<file path="config.mk">
export PLATFORM = sky130hd
export DESIGN_NAME = pbdr_front_flat
export DESIGN_NICKNAME = d
export VERILOG_FILES = /design/src/hw/rtl/assert_macros.svh /design/src/hw/rtl/pbdr_pkg.sv /design/src/hw/rtl/pbdr_if.sv /design/src/hw/rtl/pbdr_front.sv /design/src/flat_wrapper.sv
export SDC_FILE = /design/constraint.sdc
export NUM_CORES = 1
export LEC_CHECK = 0
export ABC_AREA = 1
export ABC_CLOCK_PERIOD_IN_PS = 6850
export BUFFER_PORTS_ARGS = -buffer_cell sky130_fd_sc_hd__buf_4
export CAP_MARGIN = 25
export CORE_ASPECT_RATIO = 0.9
export CORE_MARGIN = 2
export CORE_UTILIZATION = 56
export DETAILED_ROUTE_END_ITERATION = 6
export PLACE_DENSITY = 0.83
export SYNTH_ARGS = -nofsm -noshare
export SYNTH_HDL_FRONTEND = slang
export SYNTH_SLANG_ARGS = --single-unit
</file>
<file path="constraint.sdc">
create_clock -name clk_i -period 6.85 [get_ports clk_i]
set_input_delay 0.685 -clock clk_i [delete_from_list [all_inputs] [get_ports clk_i]]
set_output_delay 0.685 -clock clk_i [all_outputs]
set_load 0.02 [all_outputs]
</file>
<file path="src/hw/rtl/assert_macros.svh">
// assertion helpers used by the top-level rtl file
// each macro expects clk_i and rst_ni in the scope where it is used
`ifndef ASSERT_MACROS_SVH
`define ASSERT_MACROS_SVH

// same-cycle implication
`define PBDR_ASSERT_IMP(lbl, ante, cons, msg) \
  lbl: assert property (@(posedge clk_i) disable iff (!rst_ni) (ante) |-> (cons)) \
    else $error(msg);

// next-cycle implication
`define PBDR_ASSERT_NXT(lbl, ante, cons, msg) \
  lbl: assert property (@(posedge clk_i) disable iff (!rst_ni) (ante) |=> (cons)) \
    else $error(msg);

`endif

</file>
<file path="src/hw/rtl/pbdr_pkg.sv">
`timescale 1ns / 1ps
// ----------------------------------------------------------------------------
// pbdr_pkg
// types, codes and defaults shared by the palette blitter files
// ----------------------------------------------------------------------------
package pbdr_pkg;

  localparam int MAX_RECTS_DEF    = 200;
  localparam int PALETTE_SIZE_DEF = 256;
  localparam int QUEUE_DEPTH_DEF  = 4;

  localparam int CFG_IDX_W  = 2;
  localparam int CFG_DATA_W = 9;

  // configuration register indexes
  localparam logic [CFG_IDX_W-1:0] REG_SCREEN_WIDTH  = 2'd0;
  localparam logic [CFG_IDX_W-1:0] REG_SCREEN_HEIGHT = 2'd1;
  localparam logic [CFG_IDX_W-1:0] REG_MIRROR_MODE   = 2'd2;

  localparam logic [8:0] SCREEN_WIDTH_RST  = 9'd256;
  localparam logic [8:0] SCREEN_HEIGHT_RST = 9'd224;

  // rectangle status codes
  localparam logic [1:0] ST_RECORDED  = 2'd0;
  localparam logic [1:0] ST_LIST_FULL = 2'd1;
  localparam logic [1:0] ST_OFFSCREEN = 2'd2;

  // result kinds
  localparam logic KIND_STATUS = 1'b0;
  localparam logic KIND_PIXEL  = 1'b1;

  typedef enum logic [1:0] {
    FUNC_PAL_WR     = 2'd0,
    FUNC_RECT       = 2'd1,
    FUNC_PIXEL      = 2'd2,
    FUNC_FRAME_DONE = 2'd3
  } func_e;

  typedef enum logic [1:0] {
    CMD_PAL_WR = 2'd0,
    CMD_STATUS = 2'd1,
    CMD_PIXEL  = 2'd2
  } cmd_op_e;

  typedef struct packed {
    logic [8:0] screen_width;
    logic [8:0] screen_height;
    logic       mirror_mode;
  } cfg_t;

  // one queued command from the front to the back end
  typedef struct packed {
    cmd_op_e     op;
    logic [1:0]  status;
    logic [7:0]  out_x;
    logic [7:0]  out_y;
    logic [8:0]  out_w;
    logic [8:0]  out_h;
    logic [7:0]  rect_count;
    logic [7:0]  pix;
    logic [15:0] color;
    logic [9:0]  row1;
    logic [9:0]  colsum;
  } cmd_t;

  typedef struct packed {
    logic [7:0] dirty_count;
    logic       active;
    logic [8:0] cur_w;
    logic [8:0] cur_h;
  } front_stat_t;

endpackage

</file>
<file path="src/hw/rtl/pbdr_if.sv">
`timescale 1ns / 1ps
// ----------------------------------------------------------------------------
// pbdr_if
// valid/ready channels for blitter items and results
// ----------------------------------------------------------------------------
interface pbdr_in_if;
  logic        valid;
  logic        ready;
  logic [1:0]  func;
  logic [7:0]  rect_x;
  logic [7:0]  rect_y;
  logic [8:0]  rect_w;
  logic [8:0]  rect_h;
  logic [7:0]  pal_index;
  logic [15:0] pal_color;
  logic [7:0]  src_pixel;

  modport source (
    output valid, func, rect_x, rect_y, rect_w, rect_h, pal_index, pal_color, src_pixel,
    input  ready
  );
  modport sink (
    input  valid, func, rect_x, rect_y, rect_w, rect_h, pal_index, pal_color, src_pixel,
    output ready
  );
endinterface


</file>
<file path="src/hw/rtl/pbdr_front.sv">
`timescale 1ns / 1ps
// ----------------------------------------------------------------------------
// pbdr_front
// accepts items, clips rectangles, walks the pixel stream, queues commands
// ----------------------------------------------------------------------------
module pbdr_front #(
  parameter int MAX_RECTS = pbdr_pkg::MAX_RECTS_DEF
) (
  input  logic                  clk_i,
  input  logic                  rst_ni,
  pbdr_in_if.sink               in_ch,
  input  pbdr_pkg::cfg_t        cfg_i,
  input  logic                  q_full_i,
  output logic                  q_push_o,
  output pbdr_pkg::cmd_t        q_cmd_o,
  output pbdr_pkg::front_stat_t stat_o
);

  logic [7:0] dirty_q, dirty_d;
  logic       active_q, active_d;
  logic [8:0] cur_x_q, cur_x_d;
  logic [8:0] cur_y_q, cur_y_d;
  logic [8:0] cur_w_q, cur_w_d;
  logic [8:0] cur_h_q, cur_h_d;
  logic [8:0] col_q, col_d;
  logic [8:0] row_q, row_d;

  logic             accept;
  pbdr_pkg::func_e  func;
  logic             list_full;
  logic [7:0]       x_c, y_c;
  logic             x_off, y_off;
  logic [9:0]       w_g, h_g;
  logic [10:0]      x_end, y_end;
  logic [8:0]       w_c, h_c;
  logic [8:0]       xw_c, rx;
  logic [8:0]       col;
  logic             col_last, row_last;

  assign in_ch.ready = !q_full_i;
  assign accept      = in_ch.valid && in_ch.ready;
  assign func        = pbdr_pkg::func_e'(in_ch.func);
  assign list_full   = (dirty_q >= 8'(MAX_RECTS));

  // grow by one pixel, clamp at top/left
  assign x_c   = (in_ch.rect_x == 8'd0) ? 8'd0 : in_ch.rect_x - 8'd1;
  assign y_c   = (in_ch.rect_y == 8'd0) ? 8'd0 : in_ch.rect_y - 8'd1;
  assign x_off = (in_ch.rect_x != 8'd0) && ({1'b0, x_c} >= cfg_i.screen_width);
  assign y_off = (in_ch.rect_y != 8'd0) && ({1'b0, y_c} >= cfg_i.screen_height);
  assign w_g   = {1'b0, in_ch.rect_w} + 10'd2;
  assign h_g   = {1'b0, in_ch.rect_h} + 10'd2;
  assign x_end = {3'b0, x_c} + {1'b0, w_g};
  assign y_end = {3'b0, y_c} + {1'b0, h_g};

  // clip right and bottom
  assign w_c  = (x_end > {2'b0, cfg_i.screen_width}) ? cfg_i.screen_width - {1'b0, x_c}
                                                     : w_g[8:0];
  assign h_c  = (y_end > {2'b0, cfg_i.screen_height}) ? cfg_i.screen_height - {1'b0, y_c}
                                                      : h_g[8:0];
  assign xw_c = {1'b0, x_c} + w_c;
  assign rx   = cfg_i.mirror_mode ? cfg_i.screen_width - xw_c : {1'b0, x_c};

  // pixel walk
  assign col      = cfg_i.mirror_mode ? cur_w_q - 9'd1 - col_q : col_q;
  assign col_last = ({1'b0, col_q} + 10'd1) >= {1'b0, cur_w_q};
  assign row_last = ({1'b0, row_q} + 10'd1) >= {1'b0, cur_h_q};

  always_comb begin
    dirty_d  = dirty_q;
    active_d = active_q;
    cur_x_d  = cur_x_q;
    cur_y_d  = cur_y_q;
    cur_w_d  = cur_w_q;
    cur_h_d  = cur_h_q;
    col_d    = col_q;
    row_d    = row_q;
    q_push_o = 1'b0;
    q_cmd_o  = '0;

    unique case (func)
      pbdr_pkg::FUNC_PAL_WR: begin
        q_push_o      = accept;
        q_cmd_o.op    = pbdr_pkg::CMD_PAL_WR;
        q_cmd_o.pix   = in_ch.pal_index;
        q_cmd_o.color = in_ch.pal_color;
      end
      pbdr_pkg::FUNC_FRAME_DONE: begin
        if (accept) begin
          dirty_d = '0;
        end
      end
      pbdr_pkg::FUNC_RECT: begin
        q_push_o   = accept;
        q_cmd_o.op = pbdr_pkg::CMD_STATUS;
        if (accept) begin
          active_d = 1'b0;
        end
        priority if (list_full) begin
          q_cmd_o.status     = pbdr_pkg::ST_LIST_FULL;
          q_cmd_o.rect_count = dirty_q;
        end else if (x_off || y_off) begin
          q_cmd_o.status     = pbdr_pkg::ST_OFFSCREEN;
          q_cmd_o.rect_count = dirty_q;
        end else begin
          q_cmd_o.status     = pbdr_pkg::ST_RECORDED;
          q_cmd_o.out_x      = rx[7:0];
          q_cmd_o.out_y      = y_c;
          q_cmd_o.out_w      = w_c;
          q_cmd_o.out_h      = h_c;
          q_cmd_o.rect_count = dirty_q + 8'd1;
          if (accept) begin
            dirty_d  = dirty_q + 8'd1;
            cur_x_d  = rx;
            cur_y_d  = {1'b0, y_c};
            cur_w_d  = w_c;
            cur_h_d  = h_c;
            col_d    = '0;
            row_d    = '0;
            active_d = (w_c != 9'd0) && (h_c != 9'd0);
          end
        end
      end
      pbdr_pkg::FUNC_PIXEL: begin
        if (active_q) begin
          q_push_o       = accept;
          q_cmd_o.op     = pbdr_pkg::CMD_PIXEL;
          q_cmd_o.pix    = in_ch.src_pixel;
          q_cmd_o.row1   = {1'b0, cur_y_q} + {1'b0, row_q} + 10'd1;
          q_cmd_o.colsum = {1'b0, cur_x_q} + {1'b0, col} + 10'd1;
          if (accept) begin
            if (col_last) begin
              col_d = '0;
              if (row_last) begin
                row_d    = '0;
                active_d = 1'b0;
              end else begin
                row_d = row_q + 9'd1;
              end
            end else begin
              col_d = col_q + 9'd1;
            end
          end
        end
      end
    endcase
  end

  always_ff @(posedge clk_i or negedge rst_ni) begin
    if (!rst_ni) begin
      dirty_q  <= '0;
      active_q <= 1'b0;
      cur_x_q  <= '0;
      cur_y_q  <= '0;
      cur_w_q  <= '0;
      cur_h_q  <= '0;
      col_q    <= '0;
      row_q    <= '0;
    end else begin
      dirty_q  <= dirty_d;
      active_q <= active_d;
      cur_x_q  <= cur_x_d;
      cur_y_q  <= cur_y_d;
      cur_w_q  <= cur_w_d;
      cur_h_q  <= cur_h_d;
      col_q    <= col_d;
      row_q    <= row_d;
    end
  end

  assign stat_o.dirty_count = dirty_q;
  assign stat_o.active      = active_q;
  assign stat_o.cur_w       = cur_w_q;
  assign stat_o.cur_h       = cur_h_q;

endmodule

</file>
<file path="src/flat_wrapper.sv">
// flat-port wrapper written by rule: the top's interface ports become plain ports
module pbdr_front_flat 
#(
  parameter int MAX_RECTS = pbdr_pkg::MAX_RECTS_DEF
)
  (clk_i, rst_ni, cfg_i, q_full_i, q_push_o, q_cmd_o, stat_o, in_ch_valid, in_ch_func, in_ch_rect_x, in_ch_rect_y, in_ch_rect_w, in_ch_rect_h, in_ch_pal_index, in_ch_pal_color, in_ch_src_pixel, in_ch_ready);
  pbdr_in_if in_ch_i ();
  input  logic clk_i;
  input  logic rst_ni;
  input  pbdr_pkg::cfg_t cfg_i;
  input  logic q_full_i;
  output logic q_push_o;
  output pbdr_pkg::cmd_t q_cmd_o;
  output pbdr_pkg::front_stat_t stat_o;
  input wire logic [$bits(in_ch_i.valid)-1:0] in_ch_valid;
  input wire logic [$bits(in_ch_i.func)-1:0] in_ch_func;
  input wire logic [$bits(in_ch_i.rect_x)-1:0] in_ch_rect_x;
  input wire logic [$bits(in_ch_i.rect_y)-1:0] in_ch_rect_y;
  input wire logic [$bits(in_ch_i.rect_w)-1:0] in_ch_rect_w;
  input wire logic [$bits(in_ch_i.rect_h)-1:0] in_ch_rect_h;
  input wire logic [$bits(in_ch_i.pal_index)-1:0] in_ch_pal_index;
  input wire logic [$bits(in_ch_i.pal_color)-1:0] in_ch_pal_color;
  input wire logic [$bits(in_ch_i.src_pixel)-1:0] in_ch_src_pixel;
  output wire logic [$bits(in_ch_i.ready)-1:0] in_ch_ready;
  assign in_ch_i.valid = in_ch_valid;
  assign in_ch_i.func = in_ch_func;
  assign in_ch_i.rect_x = in_ch_rect_x;
  assign in_ch_i.rect_y = in_ch_rect_y;
  assign in_ch_i.rect_w = in_ch_rect_w;
  assign in_ch_i.rect_h = in_ch_rect_h;
  assign in_ch_i.pal_index = in_ch_pal_index;
  assign in_ch_i.pal_color = in_ch_pal_color;
  assign in_ch_i.src_pixel = in_ch_src_pixel;
  assign in_ch_ready = in_ch_i.ready;
  pbdr_front #(.MAX_RECTS(MAX_RECTS)) u_core (.clk_i(clk_i), .rst_ni(rst_ni), .in_ch(in_ch_i), .cfg_i(cfg_i), .q_full_i(q_full_i), .q_push_o(q_push_o), .q_cmd_o(q_cmd_o), .stat_o(stat_o));
endmodule
</file>
* After elaboration in Yosys (flattened, before gate mapping)
Index checks and enable logic that the tools add are counted.
Operators by class: add/sub/neg operators 21, $mul 0, div/mod/pow operators 0, magnitude comparators 7, equal/unequal tests 10, shift operators 0, mux-type cells 48, bitwise gates (word level) 2, reductions and logical operators 20
Operators with widths (number):
- $mux 9 | 14
- $mux 8 | 9
- $mux 34 | 2
- $mux 44 | 1
- $mux 20 | 2
- $pmux 9 s2 | 2
- $pmux 8 s2 | 2
- $add 8x10->11 | 2
- $gt 11x9->1 | 2
- $add 10x1->10 const B | 2
- $add 9x1->10 const B | 2
- $add 9x2->10 const B | 2
- $ge 10x9->1 | 2
- $add 9x1->9 const B | 2
- $ge 8x9->1 | 2
- $reduce_bool 9->1 | 2
- $sub 9x8->9 | 2
- $sub 9x9->9 | 2
- $logic_not 8->1 | 2
- $mux 16 | 1
- $reduce_bool 8->1 | 2
- $sub 8x1->8 const B | 2
- $add 8x9->10 | 1
- $add 9x9->10 | 1
- 23 further kinds | 45
Storage, ports and cells: register bits after elaboration 62, latch bits 0, bits in writable memories 0, ROM bits 0, bits of input ports 91, output and inout port bits 119, word-level logic and storage cells 116, memories 0

* Longest topological paths before layout
Gate-level depths: netlist of run 1.
depth in word-level cells 11, depth in mapped cells 45

* Least setup slack after synthesis of run 1
Ideal clock, no wire load.
path type input port to output port, start point input port in_ch_rect_x[0], end point output port q_cmd_o[85] (netlist name), data arrival time 5.755 ns, data required time 6.165 ns, path slack 0.410 ns, stages 38, cells stage by stage inv_1 ha_1 inv_1 nor4_4 inv_1 nand3_1 inv_1 ha_1 a21oi_1 nand2_1 nor2_1 xnor2_1 ha_1 nand2_1 inv_1 a21oi_1 nand3_1 nand2_1 [2 not listed] nand2_1 nand2_1 nand3_4 buf_6 o21ai_0 inv_1 fa_1 inv_1 ha_1 nand2_1 inv_1 nand2_1 nand2_1 a21oi_1 o21ai_0 xor2_1 o21ai_0 nor2_1
RTL lines:
- from (decl) | line flat_wrapper.sv:17 | input wire logic [$bits(in_ch_i.rect_x)-1:0] in_ch_rect_x;
- to (decl) | line flat_wrapper.sv:13 | output pbdr_pkg::cmd_t q_cmd_o;

==> run_results.csv, run 1 <==
group,metric,value,unit
run_status,status,"finished, final reports clean",
setup_path,crit_path_frequent_cell,"inv_1",
synth,synth_edf_count,0,
clocking,insertion_delay,340,ps
global_route,use_met3,3.81,%
route,vias,9660,
clocking,ctsHoldBuffers,0,
sta,whs,432,ps
route,ant_nets,0,
setup_path,path_class,"in -> out",
clocking,cts_buffer_depth,2,
die,die_w,136,um
sta,fmax,150,MHz
cells_and_area,final_common_cell,"inv_1",
synth,seq_area_frac_synth,17.6,%
route,route.detailed.drc,0,
setup_path,endpoint_kind,"primary output",
global_route,grt_pass1_wl,40300,um
synth,yosysUniqueCellTypes,53,
run,max-cap-violations,0,
sta,maxSlewViolCount,0,
setup_path,crit_slowest_cell,"fa_1",
synth,netlist_area,8830,um^2
die,die_h,123,um
synth,yosys_register_bits,62,
synth,syn-mean-instance-area,6.58,um^2
route,viasPerCell,5.46,
global_route,grt_max_degree,63,
cells_and_area,finalNonFillerCells,1768,
sta,fin_skew,7.75,ps
global_route,grt_pass1_vias,8604,
clocking,cts_made_buffers,9,
setup_path,cp.required,6160,ps
clocking,path_clk_slew,60,ps
sta,worstMarginPinSlew,919,ps
setup_path,worstPathArrival,6000,ps
synth,synth_cells,1342,
global_route,grt_util_all_layers,30.1,%
clocking,cts_root_buf,"clkbuf_16",
pwr,p_per_area,275,nW/um^2
clocking,htreeDepth,3,
synth,ys.flop_type,"dfrtp_1",
synth,async_flop_share,100,%
setup_path,critPathMaxStageDelay,470,ps
die,start_util,57.2,%
global_route,grt-ovfl-total,0,
global_route,grt_most_used_layer,"met2",
die,fp-row-count,43,
cells_and_area,final_nets,1785,
sta,finalCriticalPeriod,6690,ps
sta,relSlewSlack,38.7,%
die,die-area,16800,um^2
setup_path,cp_max_fo,7,
cells_and_area,n_antenna_cell,0,
die,core,15400,um^2
cells_and_area,layout_common_cells,"260 x inv_1, 259 x nand2_1, 234 x buf_4, 161 x nor2_1, 115 x ha_1",
synth,ys.warnings.count,0,
route,drt_iter0_markers,796,
clocking,cts.sinks,62,
global_route,grtUsageMet2,51.0,%
clocking,cts_tree,"yes",
cells_and_area,area_delta_synth_final,26.4,%
placed_design,port_buffers,209,
global_route,antenna_found_initial,0,
min_path,hold_class,"in -> async",
placed_design,gp_routability_congestion,0.986,
synth,syn_nets,1566,
sta,finalHoldViolCount,0,
sta,finalCritPeriodShare,97.6,%
cells_and_area,drive_above_1_share,22.2,%
route,drtPass1Iterations,5,
pwr,leakagePower,6.34,nW
route,routedWlPerCell,15.1,um
placed_design,hpwl,21000,um
die,io_pins,210,
placed_design,placed_cells,1737,
setup_path,cp-start-kind,"input port",
sta,setup_viol,0,
route,wl,26700,um
global_route,met1_usage,40.2,%
pwr,vdd_ir_drop_max,0.144,mV
## critical path, delay by kind of cell
family                     cells  cell delay, ps
and+or+nand+nor               17            1980
adders and majority gates      5            1500
buffers and inverters         13            1190
AOI/OAI and AO/OA              4             500
xor gates and xnor gates       1             130
## worst paths after layout
kind / startpoint / endpoint / slack (ps) / cells past startpoint
setup / recovery: in_ch_rect_x[1] / q_cmd_o[84] / 160 / 40
setup reg to reg: u_core.col_q[1] / u_core.row_q[8] / 3390 / 17
hold reg to reg: u_core.cur_x_q[5] / u_core.cur_x_q[5] / 500 / 2
hold / removal: rst_ni / u_core.dirty_q[4] / 430 / 1
max in group asynchronous: rst_ni / u_core.cur_x_q[5] / 5860 / 1
min in group clk_i: u_core.cur_x_q[5] / u_core.cur_x_q[5] / 500 / 2
## flip-flops by register name, indices dropped and copies added, names as in the netlist, named ones only
signal,cells
u_core.col_q,9
u_core.cur_y_q,8
u_core.cur_x_q,9
u_core.row_q,9
u_core.cur_w_q,9
u_core.dirty_q,8
u_core.cur_h_q,9
## cell usage after synthesis, types with 6 or more instances
cell      count  area [um^2]
fa_1         12          240
o21ai_0      82          410
xor2_1       42          368
a22o_1        8         70.1
a31oi_1       8         50.1
nand2_1     268         1010
nand4_1      13         81.3
nor3_1       28          140
o21ai_2      19          166
clkbuf_1     10         37.5
inv_1       265          995
ha_1        121         1510
xnor2_1      11         96.3
nand2_2       6         37.5
o21bai_1      6         45.0
nand3_1      49          245
o22ai_1       6         37.5
o21ai_1      16         80.1
nor2_1      165          619
buf_6         8         90.1
a21oi_1      65          325
dfrtp_1      62         1550
## power by group
group / switching [mW] / total, mW / internal [mW] / leakage (nW)
sequential: 0.129 / 0.610 / 0.481 / 0.795
clock: 0.173 / 0.474 / 0.301 / 0.152
combinational: 1.19 / 1.99 / 0.796 / 5.39
## per-layer routing
metal / up-vias / wire [um]
met5: - / 0
met2: 415 / 12400
li1: 4732 / -
met3: 57 / 2160
met4: 0 / 669
met1: 4456 / 11500
## repair_timing
item	4_1_cts	5_1_grt
endpoints found under the setup margin	2	8
pin swaps	1	26
resized for setup	1	51
buffers inserted	0	15
## final cells by class
cell class / count / area [um^2]
multi-input cells: 984 / 6280
repair buffers: 234 / 1760
flip-flops and latches: 62 / 1550
inverters: 270 / 1010
clock inverters: 5 / 56.3
clock buffers: 11 / 253
well taps: 202 / 253
fillers: 1276 / 4280
## metrics by stage
| step | utilization (%) | TNS, ps | setup slack (ps) | total power, mW | cell area (um^2) |
|---|---|---|---|---|---|
| floorplan | - | 0 | 410 | 1.86 | 8830 |
| global placement | 68.3 | 0 | 135 | 2.39 | 10500 |
| detailed placement | 68.3 | -121 | -68.4 | 2.45 | 10500 |
| CTS | 70.3 | 0 | 0.216 | 2.94 | 10900 |
| global route | 72.3 | -260 | -172 | 3.34 | 11200 |
| finish | 72.3 | 0 | 165 | 3.07 | 11200 |
## cells by family after synthesis
logic type,Yosys count,share of synthesized area [%]
flip-flops,62,17.6
buffers and inverters,296,13.5
XOR/XNOR,53,5.26
AND/OR/NAND/NOR,556,27.2
AO/OA/AOI/OAI,242,16.6
adder cells (fa/ha/maj),133,19.9
No activity file was read; power rests on OpenSTA's default activity.
==> inputs of run 2 (changes only) <==
==> constraint.sdc (replaced) <==
create_clock -name clk_i -period 6.85 [get_ports clk_i]
set_input_delay 0.685 -clock clk_i [delete_from_list [all_inputs] [get_ports clk_i]]
set_output_delay 0.685 -clock clk_i [all_outputs]
set_load 0.1 [all_outputs]
==> run_results.csv, run 2 (synthesis results as in run 1) <==
group,metric,value,unit
clocking,cts.sinks,62,
setup_path,cp.required,6160,ps
setup_path,cp-start-kind,"input port",
route,drt_iter0_markers,547,
sta,relSlewSlack,35.7,%
cells_and_area,area_delta_synth_final,26.8,%
die,io_pins,210,
sta,finalCriticalPeriod,6600,ps
min_path,hold_class,"in -> async",
clocking,cts_made_buffers,9,
sta,worstMarginPinSlew,961,ps
setup_path,endpoint_kind,"primary output",
run,max-cap-violations,0,
setup_path,rr_worst_depth,17,
pwr,p_per_area,335,nW/um^2
route,drtPass1Iterations,6,
global_route,grt_pass1_wl,40200,um
global_route,antenna_found_initial,0,
placed_design,port_buffers,209,
sta,finalCritPeriodShare,96.3,%
die,start_util,57.2,%
setup_path,crit_path_frequent_cell,"nand2_1",
placed_design,hpwl,20800,um
sta,fmax,152,MHz
route,ant_nets,0,
placed_design,gp_routability_congestion,0.966,
sta,maxSlewViolCount,0,
pwr,leakagePower,6.34,nW
clocking,path_clk_slew,60,ps
setup_path,cp_max_fo,6,
clocking,cts_tree,"yes",
setup_path,worstPathArrival,5910,ps
die,fp-row-count,43,
global_route,grt-ovfl-total,0,
pwr,vdd_ir_drop_max,0.270,mV
global_route,grt_util_all_layers,30.0,%
route,route.detailed.drc,0,
setup_path,critPathBufInv,11,
die,die-area,16800,um^2
cells_and_area,n_antenna_cell,0,
setup_path,r2r-end,"u_core.row_q[2]",
setup_path,worst-r2r-setup-slack,3340,ps
cells_and_area,layout_common_cells,"264 x nand2_1, 259 x inv_1, 232 x buf_4, 157 x nor2_1, 112 x ha_1",
route,viasPerCell,5.34,
cells_and_area,drive_above_1_share,22.3,%
cells_and_area,final_common_cell,"nand2_1",
setup_path,crit_slowest_cell,"ha_4",
setup_path,crit_family,"simple AND/OR/NAND/NOR gates",
route,vias,9451,
clocking,cts_root_buf,"clkbuf_16",
cells_and_area,final_nets,1787,
route,routedWlPerCell,14.5,um
sta,whs,413,ps
die,die_h,123,um
global_route,grt_pass1_vias,8688,
sta,setup_viol,0,
sta,fin_skew,7.81,ps
die,die_w,136,um
cells_and_area,post-route-util,72.5,%
clocking,cts_buffer_depth,2,
global_route,grt_max_degree,63,
setup_path,path_class,"in -> out",
setup_path,critPathMaxStageDelay,290,ps
clocking,insertion_delay,330,ps
run_status,status,"finished, final reports clean",
die,core,15400,um^2
setup_path,r2r-start,"u_core.col_q[1]",
clocking,htreeDepth,3,
sta,finalHoldViolCount,0,
route,wl,25700,um
run 2: metrics by stage:
| stage | setup TNS [ps] | total power [mW] | setup slack [ps] | cells | instance area (um^2) |
|---|---|---|---|---|---|
| after floorplan | -119 | 2.58 | -119 | 1342 | 8850 |
| after global placement | 0 | 3.12 | 83.7 | 1744 | 10600 |
| after detailed placement | -151 | 3.18 | -91.9 | 1744 | 10600 |
| after CTS | 0 | 3.63 | 47.1 | 1760 | 10900 |
| after global routing | -349 | 4.02 | -125 | 1770 | 11200 |
| final | 0 | 3.75 | 251 | 1770 | 11200 |
run 2: worst max path at each step:
stage,depth (start not counted),to,slack [ps],startpoint
final,41,q_cmd_o[83],250,in_ch_rect_x[0]
after global routing,42,q_cmd_o[85],-120,in_ch_rect_x[3]
after CTS,42,q_cmd_o[85],50,in_ch_rect_x[0]
after detailed placement,39,q_cmd_o[85],-90,in_ch_rect_x[0]
after global placement,38,q_cmd_o[84],80,in_ch_rect_x[0]
after floorplan,38,q_cmd_o[85],-120,in_ch_rect_x[0]
run 2: power by group:
group	leakage (nW)	total (mW)	switching, mW	internal [mW]
sequential	0.795	0.602	0.121	0.481
clock	0.142	0.436	0.163	0.273
combinational	5.40	2.71	1.91	0.802
run 2: what timing repair did:
item,in CTS,in global routing
gates resized for setup,3,50
hold buffers,0,0
buffers inserted,0,10
setup endpoints to repair,2,5
pin swaps,1,24
run 2: layer usage:
metal | share of wire [%] | wire length, um | global-route usage (%) | up-vias
met1 | 44 | 11300 | 38.7 | 4340
met5 | 0 | 0 | 0 | -
met2 | 47 | 12000 | 52.3 | 333
met4 | 2.0 | 501 | 8.85 | 0
li1 | - | - | - | 4738
met3 | 7.3 | 1880 | 4.26 | 40
run 2: cell type report:
| class | instances | area, um^2 |
|---|---|---|
| multi-input cells | 984 | 6290 |
| fillers | 1271 | 4240 |
| repair buffers | 236 | 1800 |
| flip-flops and latches | 62 | 1550 |
| inverters | 270 | 1010 |
| clock buffers | 13 | 270 |
| well taps | 202 | 253 |
| clock inverters | 3 | 17.5 |
